**config.mk**
```make
export PLATFORM = sky130hd
export DESIGN_NAME = ffrs_front_flat
export DESIGN_NICKNAME = d
export VERILOG_FILES = /design/src/hdl/ffrs_pkg.sv /design/src/hdl/ffrs_if.sv /design/src/hdl/ffrs_front.sv /design/src/flat_wrapper.sv
export SDC_FILE = /design/constraint.sdc
export NUM_CORES = 1
export LEC_CHECK = 0
export ABC_CLOCK_PERIOD_IN_PS = 3200
export BUFFER_PORTS_ARGS = -buffer_cell sky130_fd_sc_hd__buf_2
export CAP_MARGIN = 40
export CORE_ASPECT_RATIO = 1.4
export CORE_MARGIN = 2
export CORE_UTILIZATION = 45
export DETAILED_ROUTE_END_ITERATION = 8
export HOLD_SLACK_MARGIN = 0.06
export PLACE_DENSITY = 0.69
export SETUP_SLACK_MARGIN = 0.5
export SYNTH_ARGS = -nofsm -noshare
export SYNTH_HDL_FRONTEND = slang
export SYNTH_SLANG_ARGS = --single-unit
```
**constraint.sdc**
```tcl
create_clock -name clk -period 3.2 [get_ports clk]
set_clock_uncertainty 0.15 [all_clocks]
set_input_delay 0.32 -clock clk [delete_from_list [all_inputs] [get_ports clk]]
set_output_delay 0.32 -clock clk [all_outputs]
set_load 0.01 [all_outputs]
```
**src/hdl/ffrs_pkg.sv**
```systemverilog
// shared constants, types and register codes of the flow field region statistics block
`default_nettype none
package ffrs_pkg;

  localparam int NCH        = 4;
  localparam int VEL_W      = 16;
  localparam int MAG_W      = 17;
  localparam int MAX_PIXELS = 65536;
  localparam int CNT_W      = 17;
  localparam int SUM_W      = 34;
  localparam int MSUM_W     = 34;
  localparam int MSQ_W      = 52;
  localparam int ABS_W      = 30;
  localparam int SQ_W       = 33;
  localparam int RT_W       = 64;
  localparam int RTR_W      = 32;
  localparam int DIVD_W     = 52;
  localparam int DIVS_W     = 32;
  localparam int CC_W       = 3;
  localparam int PADDR_W    = 3;
  localparam int PDATA_W    = 32;
  localparam int FIFO_DEPTH = 2;
  localparam int PTR_W      = 1;
  localparam int OUT_W      = 16;

  localparam logic [CC_W-1:0] CC_RESET = 3'd2;
  localparam logic [CC_W-1:0] CC_MAX   = 3'd4;
  localparam logic [PADDR_W-3:0] REG_CHANNEL_COUNT = 1'b0;

  typedef logic signed [VEL_W-1:0] vel_t;

  typedef struct packed {
    vel_t [NCH-1:0]  vel;
    logic            last;
    logic [CC_W-1:0] nch;
  } pix_t;

  typedef struct packed {
    logic busy;
    logic done;
  } unit_stat_t;

endpackage
`default_nettype wire

```
**src/hdl/ffrs_if.sv**
```systemverilog
// pixel request channel and result request channel interfaces
`default_nettype none
interface ffrs_pix_if import ffrs_pkg::*; ();
  logic       valid;
  logic       ready;
  vel_t       vel_ch0;
  vel_t       vel_ch1;
  vel_t       vel_ch2;
  vel_t       vel_ch3;
  logic       frame_last;
  modport source (output valid, vel_ch0, vel_ch1, vel_ch2, vel_ch3, frame_last, input ready);
  modport sink (input valid, vel_ch0, vel_ch1, vel_ch2, vel_ch3, frame_last, output ready);
endinterface

`default_nettype wire

```
**src/hdl/ffrs_front.sv**
```systemverilog
// front end: accepts pixel requests, masks unused channels and queues them
`default_nettype none
module ffrs_front import ffrs_pkg::*; (
  input  wire logic            clk,
  input  wire logic            rst_n,
  ffrs_pix_if.sink             in_chan,
  input  wire logic [CC_W-1:0] chan_cnt,
  output logic                 pop_valid,
  input  wire logic            pop_ready,
  output pix_t                 pop_pix
);

  pix_t              fifo_r [FIFO_DEPTH];
  logic [PTR_W-1:0]  wr_ptr_r, rd_ptr_r;
  logic [PTR_W:0]    cnt_r, cnt_nxt;
  logic [CC_W-1:0]   nch;
  pix_t              pix_in;
  logic              push, pop;

  // 0 acts as one channel, anything above four as four
  always_comb begin
    if (chan_cnt == '0) begin
      nch = 3'd1;
    end else if (chan_cnt > CC_MAX) begin
      nch = CC_MAX;
    end else begin
      nch = chan_cnt;
    end
  end

  always_comb begin
    pix_in.vel[0] = in_chan.vel_ch0;
    pix_in.vel[1] = (nch > 3'd1) ? in_chan.vel_ch1 : '0;
    pix_in.vel[2] = (nch > 3'd2) ? in_chan.vel_ch2 : '0;
    pix_in.vel[3] = (nch > 3'd3) ? in_chan.vel_ch3 : '0;
    pix_in.last   = in_chan.frame_last;
    pix_in.nch    = nch;
  end

  assign in_chan.ready = (cnt_r != (PTR_W+1)'(FIFO_DEPTH));
  assign push          = in_chan.valid && in_chan.ready;
  assign pop_valid     = (cnt_r != '0);
  assign pop           = pop_valid && pop_ready;
  assign pop_pix       = fifo_r[rd_ptr_r];

  always_comb begin
    cnt_nxt = cnt_r;
    if (push && !pop) begin
      cnt_nxt = cnt_r + 1'b1;
    end else if (pop && !push) begin
      cnt_nxt = cnt_r - 1'b1;
    end
  end

  always_ff @(posedge clk) begin
    if (!rst_n) begin
      wr_ptr_r <= '0;
      rd_ptr_r <= '0;
      cnt_r    <= '0;
    end else begin
      cnt_r <= cnt_nxt;
      if (push) begin
        wr_ptr_r <= wr_ptr_r + 1'b1;
      end
      if (pop) begin
        rd_ptr_r <= rd_ptr_r + 1'b1;
      end
    end
  end

  always_ff @(posedge clk) begin
    if (push) begin
      fifo_r[wr_ptr_r] <= pix_in;
    end
  end

endmodule
`default_nettype wire

```
**src/flat_wrapper.sv**
```systemverilog
// flat-port wrapper written by rule: the top's interface ports become plain ports
module ffrs_front_flat import ffrs_pkg::*;
  (clk, rst_n, chan_cnt, pop_valid, pop_ready, pop_pix, in_chan_valid, in_chan_vel_ch0, in_chan_vel_ch1, in_chan_vel_ch2, in_chan_vel_ch3, in_chan_frame_last, in_chan_ready);
  ffrs_pix_if in_chan_i ();
  input  wire logic clk;
  input  wire logic rst_n;
  input  wire logic [CC_W-1:0] chan_cnt;
  output logic pop_valid;
  input  wire logic pop_ready;
  output pix_t pop_pix;
  input wire logic [$bits(in_chan_i.valid)-1:0] in_chan_valid;
  input wire logic [$bits(in_chan_i.vel_ch0)-1:0] in_chan_vel_ch0;
  input wire logic [$bits(in_chan_i.vel_ch1)-1:0] in_chan_vel_ch1;
  input wire logic [$bits(in_chan_i.vel_ch2)-1:0] in_chan_vel_ch2;
  input wire logic [$bits(in_chan_i.vel_ch3)-1:0] in_chan_vel_ch3;
  input wire logic [$bits(in_chan_i.frame_last)-1:0] in_chan_frame_last;
  output wire logic [$bits(in_chan_i.ready)-1:0] in_chan_ready;
  assign in_chan_i.valid = in_chan_valid;
  assign in_chan_i.vel_ch0 = in_chan_vel_ch0;
  assign in_chan_i.vel_ch1 = in_chan_vel_ch1;
  assign in_chan_i.vel_ch2 = in_chan_vel_ch2;
  assign in_chan_i.vel_ch3 = in_chan_vel_ch3;
  assign in_chan_i.frame_last = in_chan_frame_last;
  assign in_chan_ready = in_chan_i.ready;
  ffrs_front u_core (.clk(clk), .rst_n(rst_n), .in_chan(in_chan_i), .chan_cnt(chan_cnt), .pop_valid(pop_valid), .pop_ready(pop_ready), .pop_pix(pop_pix));
endmodule
```
# Word level (Yosys, flattened, before mapping)
# Memory sizes are Yosys's and may differ from the RTL's. A register that Yosys moved wholly into a read port is not among the register bits.
# Cells that the tools add are included.
# W data, S select, Z words.
# op_classes
n_addsub	4
n_eq_ne	1
magnitude_cmp	4
n_reduce_logical	9
mux	11
# op_table
operator	n
$mux W16	3
$gt A3 B2 Y1 const B	2
$mux W3	2
$logic_and A1 B1 Y1	4
$mux W1	4
$mux W2	2
$reduce_bool A2 Y1	2
$gt A3 B1 Y1 const B	1
$gt A3 B3 Y1 const B	1
$logic_not A3 Y1	1
$add A1 B1 Y1 const B	2
$add A2 B1 Y2 const B	1
$logic_not A1 Y1	2
$ne A2 B2 Y1 const B	1
$sub A2 B1 Y2 const B	1
# totals
memories	1
ramBits	136
reg_bits	4
output_inout_bits	70
wordCells	33
# mem_list
name	depth	word_bits	read_ports	rd_clocked_by_memory_dff	write_ports	line_no	text
u_core.fifo_r	2	68	1	1	1	ffrs_front.sv:13	pix_t fifo_r [FIFO_DEPTH];

# Logic depth before layout (Yosys ltp)
# Gate-level depths: netlist of run 1.
# depth
depth_word	6
depth_mapped	6
mapped_depth_nobuf	6

# Least setup slack after synthesis of run 1
# No wires, ideal clock.
# synth_path
path_type	flip-flop to flip-flop
from	register u_core.cnt_r[0]
to	memory u_core.fifo_r[1][0] (netlist name) (enable)
required_ps	2616
synth_period_minus_slack_ps	2801
path_slack_ps	399
arrival_time_ps	2217
path_stages_with_launch	3
cell_sequence	dfxtp_1 > nand2b_4 > and3_1
# synth_via
elab_chain_cells	4
# synth_lines
element	line_no	text
from (decl)	ffrs_front.sv:15	logic [PTR_W:0] cnt_r, cnt_nxt;
from (signal assigned)	ffrs_front.sv:61	cnt_r <= cnt_nxt;
$ne A2 B2 Y1	ffrs_front.sv:40	assign in_chan.ready = (cnt_r != (PTR_W+1)'(FIFO_DEPTH));
via in_chan_ready	flat_wrapper.sv:17	output wire logic [$bits(in_chan_i.ready)-1:0] in_chan_ready;
$logic_and A1 B1 Y1	ffrs_front.sv:41	assign push = in_chan.valid && in_chan.ready;
$mux W1	ffrs_front.sv:72	if (push) begin
$mux W1 (not written as such)	ffrs_front.sv:73	fifo_r[wr_ptr_r] <= pix_in;
to (decl)	ffrs_front.sv:13	
# The timed path passes the listed nets, and every way through them passes these cells.

==> metrics.txt, run 1 <==
die area=13300 µm²; Sw Ratio=25.8%; Sink Count=141; Internal=4.31 mW; starting density of the core=a little under half; Antenna Cells=0; DRC errors left=0; CTS tree=done; Yosys top cell area share=73.2%; crit path kind=register to output port; GPL Wtd Cong=just over 0.7; first-pass GRT wire length=15600 µm; Min Hold Slack=79.3 ps; clk_lat worst skew=400 ps; max-cap violation count=0; setup bufs post-CTS=0; area leader, netlist=edfxtp_1; Ys Warns=0; Syn Nets=367; Cells on Worst Hold Path=2; Seq/Total Area, Yosys=75.0%; Syn Area/Cell=19.0 µm²; status=finished, final reports clean; Max Fanout on Critical Path=26; fin area=about 7300 µm²; hpwl dp=6750 µm; routed wire length=10300 µm; Routed WL per cell=16.4 µm; reg2reg path depth=4; grt ovf=0; share of layout cells above drive strength 1=53.2%; Max Root-Sink Buffers=2; f_max=408 MHz; Worst EP arrival=1980 ps; DR iter-0 viols=roughly 120; Lkg Pwr=2.82 nW; CTS root buf=clkbuf_16; setup TNS=0 ps; net switching power=1.50 mW; first-pass detailed-route iteration total=4; Placed Area=about 6500 µm²; IO buf count=around 140; Core ar.=12200 µm²; ranking of synthesized cells by area=edfxtp_1 73%, mux2_2 9.7%, mux2_4 5.4%; initial antenna violation count=0; area delta synth->final=30.4%; worst vdd ir=around 580 µV; vias per inst=roughly 4.8; final worst path period share=76.7%; Post-synth EDFFs=approximately 140; clock share of power=35.5%; Critical-path top delay cell=dfxtp_4; Setup violations, final=0; Final ANT Viol Nets=0; Pwr Total=5.81 mW; Reg clk slew, reported paths=60 ps; flops & latches, synth=~140; critical path endpoint category=output port; Num CTS Buffers=17; # rows=48; Req. time, crit path=2730 ps; relative contribution of sequential cells to total power=42.1%; Total Nets Final=between 500 and 600; min Tclk post-route=2450 ps; Fin. Hold Viols=0; Yosys cell types=27; vias in the first global route=3239; pwr dens=799 nW/µm²; Die H=136 µm; Async SR Flop Fraction=0%; cells after synthesis=294; gr usage total=15.6%; Die W=around 98 µm; pin count of the biggest net entering global routing=55; HP Class=input port to register; RSZ-0062 raised after global routing=false; final slew viol count=0; Synth Flop Type=edfxtp_1; startpoint class of the critical path=register; # H-tree levels=4; crit-path max cell delay=between 600 and 700 ps; relative slew slack=44.7%; DR vias=between 3k and 4k; final core occ=59.7%; Least-Margin Pin Slew=roughly 830 ps; IO Pins=142; Gate power share=22.4%; worst path cell trace=buf_4 -> mux2_2 -> buf_2; Synth Cell Area=between 5000 and 6000 µm²
cells in the mapped netlist (2+ instances only):
| library cell | n |
|---|---|
| mux2_4 | 20 |
| edfxtp_1 | 136 |
| nor2b_1 | 33 |
| xnor2_1 | 2 |
| and2_1 | 20 |
| clkbuf_1 | 2 |
| buf_6 | 3 |
| buf_2 | 7 |
| inv_1 | 2 |
| mux2_2 | 48 |
| dfxtp_1 | 5 |
layout by cell type, fill, tap and decap left out, types with 2 or more instances in the layout:
cell type      instances
nor2b_1               33
buf_2                141
clkinvlp_4             2
mux2_2                48
bufinv_16              4
and2_1                20
inv_6                  5
buf_4                  4
clkbuf_16             17
edfxtp_1             136
dlygate4sd3_1         18
dfxtp_1                4
mux2_4                20
clkinv_4               3
xnor2_1                2
power groups by stage:
stage	clock network [mW]	registers [mW]	logic (mW)
after global placement	0	2.47	1.28
after CTS	2.11	2.45	1.33
after global routing	2.19	2.47	1.41
final	2.06	2.44	1.30
after floorplan	0	2.42	0.911
after detailed placement	0	2.49	1.31
final cells by class:
cell class                      count  area (µm²)
Clock buffer                       17         425
Clock inverter                     15         210
Fill cell                         966        4920
Inverter                            2        7.51
Multi-Input combinational cell    138        1310
Sequential cell                   141        4190
Tap cell                          150         188
Timing Repair Buffer              164         943
kinds of logic (layout without fill, tap and decap cells):
kind of cell	Yosys count	count (layout)	share of synthesized area, %
DFF	141	141	75.0
adders and majority gates	1	1	0.224
and+or+nand+nor	59	59	6.77
muxes	68	68	15.1
buffers and inverters	15	198	1.59
xor gates and xnor gates	3	3	0.471
AOI/OAI and AO/OA	7	7	0.875
repair_timing:
item                                   in CTS  in global routing
gates resized for setup                     0                  0
endpoints found under the hold margin      39                  0
hold buffers                               18                  0
worst max-delay path, delay by kind of cell, from the launching register on:
family,cells,cell delay (ps)
flops,1,610
buf+inv,2,550
mux,1,400
state kept, by name, summed over array words and instances (netlist names), named ones only:
name and cells:
u_core.fifo_r 136, u_core.cnt_r 2, u_core.rd_ptr_r 1, u_core.wr_ptr_r 1
stage by stage:
stage / worst slack [ps] / cells
2_1_floorplan: 640 / 294
3_5_place_dp: 1080 / 577
4_1_cts: 710 / 627
5_1_grt: 656 / 627
3_3_place_gp: 1150 / 576
6_report: 747 / 627
layer usage:
| layer | GRT usage, % | wire length (µm) | up-vias | share of wire [%] |
|---|---|---|---|---|
| met2 | 27.4 | 5390 | 100 | 53 |
| met4 | 6.17 | 132 | 0 | 1.3 |
| li1 | - | - | 1450 | - |
| met5 | 0 | 0 | - | 0 |
| met1 | 17.5 | 4150 | 1446 | 40 |
| met3 | 4.95 | 585 | 11 | 5.7 |
worst paths after layout:
check                     startpoint              endpoint  slack (ps)
setup / recovery            register           pop_pix[40]         750
setup reg to reg     u_core.cnt_r[0]  u_core.fifo_r[0][46]        1110
hold / removal    in_chan_vel_ch3[8]  u_core.fifo_r[0][60]          80
hold reg to reg      u_core.cnt_r[1]       u_core.cnt_r[1]         420
No activity file was read; power rests on OpenSTA's default activity.
==> run 2, diff against run 1 <==
--- a/config.mk
+++ b/config.mk
@@ -5,7 +5,8 @@
 export SDC_FILE = /design/constraint.sdc
 export NUM_CORES = 1
 export LEC_CHECK = 0
-export ABC_CLOCK_PERIOD_IN_PS = 3200
+export ABC_AREA = 1
+export ABC_CLOCK_PERIOD_IN_PS = 2500
 export BUFFER_PORTS_ARGS = -buffer_cell sky130_fd_sc_hd__buf_2
 export CAP_MARGIN = 40
 export CORE_ASPECT_RATIO = 1.4
==> constraint.sdc (replaced) <==
create_clock -name clk -period 2.5 [get_ports clk]
set_clock_uncertainty 0.15 [all_clocks]
set_input_delay 0.25 -clock clk [delete_from_list [all_inputs] [get_ports clk]]
set_output_delay 0.25 -clock clk [all_outputs]
set_load 0.01 [all_outputs]
==> run 2 against run 1 <==
Effect of this change:
- utilization up 3.7 points
- hold slack better by 22 ps
- clock power up 15%
- highest routed layer unchanged
==> metrics.txt, run 2 <==
status=finished, final reports clean; Worst EP arrival=approximately 1600 ps; final slew viol count=0; starting density of the core=a little under half; flops & latches, synth=141; relative contribution of sequential cells to total power=43.3%; Critical-path top delay cell=mux2_2; Least-Margin Pin Slew=roughly 490 ps; most numerous cell in the Yosys netlist=edfxtp_1; IO buf count=141; area leader, netlist=edfxtp_1; CTS root buf=clkbuf_16; Num CTS Buffers=17; clock share of power=32.7%; pwr dens=a little over 900 nW/µm²; # H-tree levels=4; RSZ-0062 raised after global routing=true; Internal=5.30 mW; vias in the first global route=approximately 3.7k; reg2reg path depth=5; setup ws final=between 500 and 600 ps; first-pass detailed-route iteration total=4; first-pass GRT wire length=~17000 µm; Core ar.=12300 µm²; Post-synth EDFFs=136; routed wire length=11200 µm; delay-heaviest family, CP=buffers and inverters; Max Fanout on Critical Path=40; Total Nets Final=648; final worst path period share=~79%; gr usage total=between 15 and 20%; Reg-to-Reg End=u_core.fifo_r[0][53]; Most flops, register=u_core.fifo_r; worst vdd ir=618 µV; most common cell after layout, fill and taps aside=buf_2; synth cell count leaders=136 x edfxtp_1, 57 x inv_1, 48 x mux2_2; # rows=48; worst path cell trace=buf_16 -> mux2_2 -> buf_2; Bufs and invs on worst path=2; Routed WL per cell=15.1 µm; Sw Ratio=26.5%; CTS tree=done; Async SR Flop Fraction=0%; area delta synth->final=38.0%; Yosys top cell area share=72.2%; die area=13500 µm²; Ys Warns=0; hpwl dp=6750 µm; Seq/Total Area, Yosys=about three quarters; max-cap violation count=0; GPL Wtd Cong=a little over 0.7; net switching power=1.91 mW; Reg clk slew, reported paths=50 ps; crit-path max cell delay=about 400 ps; total stage count of the critical path=3; CP endpoint=pop_pix[54]; grt ovf=0; Largest regs=u_core.fifo_r (136), u_core.cnt_r (2); DP Worst Slack=836 ps; Sink Count=approximately 140; Die H=roughly 140 µm; Lkg Pwr=3.31 nW; Synth Flop Type=edfxtp_1; DR vias=around 3.5k; Setup violations, final=0; clk_lat worst skew=410 ps; Final ANT Viol Nets=0; Syn Nets=429; pin count of the biggest net entering global routing=slightly below 70; Antenna Cells=0; Req. time, crit path=2100 ps; register-to-register path setup slack=900 ps; Syn Area/Cell=15.9 µm²; setup TNS=0 ps; crit path kind=register to output port; Yosys cell types=19; Fin. Hold Viols=0; R2R Path Start=u_core.cnt_r[0]; f_max=504 MHz; Synth Cell Area=5660 µm²; ranking of synthesized cells by area=edfxtp_1 72%, mux2_2 9.6%, mux2_4 5.3%; Max Root-Sink Buffers=2; startpoint class of the critical path=register; DRC errors left=0; Gate power share=24.0%; Largest register FFs=136; min Tclk post-route=1980 ps; Fill cells=887; initial antenna violation count=0; DR iter-0 viols=148; relative slew slack=roughly two thirds; Die W=98.8 µm; IO Pins=142; vias per inst=4.75; most frequent cells in the layout=141 x buf_2, 136 x edfxtp_1, 67 x dlygate4sd3_1; share of layout cells above drive strength 1=a little over two fifths; critical path endpoint category=output port; HP Class=input port to register; cells after synthesis=356
-- run 2: cell types whose count changed in the layout (fill, tap and decap cells not counted), moves of 20 or more --
cell	previous run	this run
inv_1	1	56
dlygate4sd3_1	18	67
nor2_1	0	41
nor2b_1	33	0
nand2_1	0	23
and2_1	20	0
-- run 2: what timing repair did --
item | in CTS | in global routing
gates cloned | 0 | 0
gates resized for setup | 1 | 2
setup buffers | 0 | 0
hold buffers | 67 | 0
endpoints found under the setup margin | 28 | 48
hold endpoints to repair | 137 | 0
-- run 2: metrics by stage --
step / area, µm² / instances / utilization [%] / hold WS, ps / total power [mW]
after floorplan: 5690 / 356 / - / 199 / 4.23
after global placement: 6560 / 639 / 53.3 / 289 / 4.77
after detailed placement: 6560 / 639 / 53.3 / 292 / 4.82
after CTS: 7790 / 738 / 63.3 / 87.5 / 7.29
after global routing: 7810 / 738 / 63.4 / 119 / 7.54
final: 7810 / 738 / 63.4 / 102 / 7.21
-- run 2: power by group through the flow --
stage          Clock, mW  Combinational, mW  Sequential (mW)
6_report            2.36               1.73             3.12
5_1_grt             2.52               1.88             3.15
3_5_place_dp           0               1.66             3.16
3_3_place_gp           0               1.62             3.15
4_1_cts             2.42               1.75             3.12
2_1_floorplan          0               1.10             3.13
-- run 2: kinds of logic after synthesis --
| group | after synthesis | synth area share (%) |
|---|---|---|
| simple gates | 71 | 4.91 |
| buf+inv | 70 | 5.49 |
| fa+ha+maj | 1 | 0.221 |
| compound gates | 5 | 0.553 |
| flops | 141 | 74.0 |
| mux | 68 | 14.9 |
-- run 2: worst register-to-register path, delay by kind of cell, from the launching register on --
family	cells	cell delay, ps
buf+inv	2	420
flops	1	350
simple gates	3	300
-- run 2: metal layers --
layer / track usage [%] / wire length [µm]
met1: 17.8 / 4420
met4: 6.93 / 175
met2: 31.4 / 6040
met5: 0 / 0
met3: 5.11 / 534
-- run 2: layout make-up --
type	count	area, µm²	share of cell area (%)
Clock buffer	18	429	5.50
Clock inverter	14	128	1.63
Inverter	57	214	2.74
Multi-Input combinational cell	145	1190	15.3
Sequential cell	141	4190	53.7
Tap cell	150	188	2.40
Timing Repair Buffer	213	1470	18.8
-- run 2: worst min-delay path by stage --
stage,start,endpoint,slack (ps),depth (start not counted)
final,in_chan_valid,u_core.wr_ptr_r,100,4
after CTS,chan_cnt[1],u_core.fifo_r[1][1],90,3
after global placement,in_chan_vel_ch0[14],u_core.fifo_r[0][18],290,1
after detailed placement,in_chan_vel_ch0[0],u_core.fifo_r[1][4],290,1
after floorplan,in_chan_vel_ch0[6],u_core.fifo_r[0][10],200,0
after global routing,chan_cnt[1],u_core.fifo_r[1][1],120,3
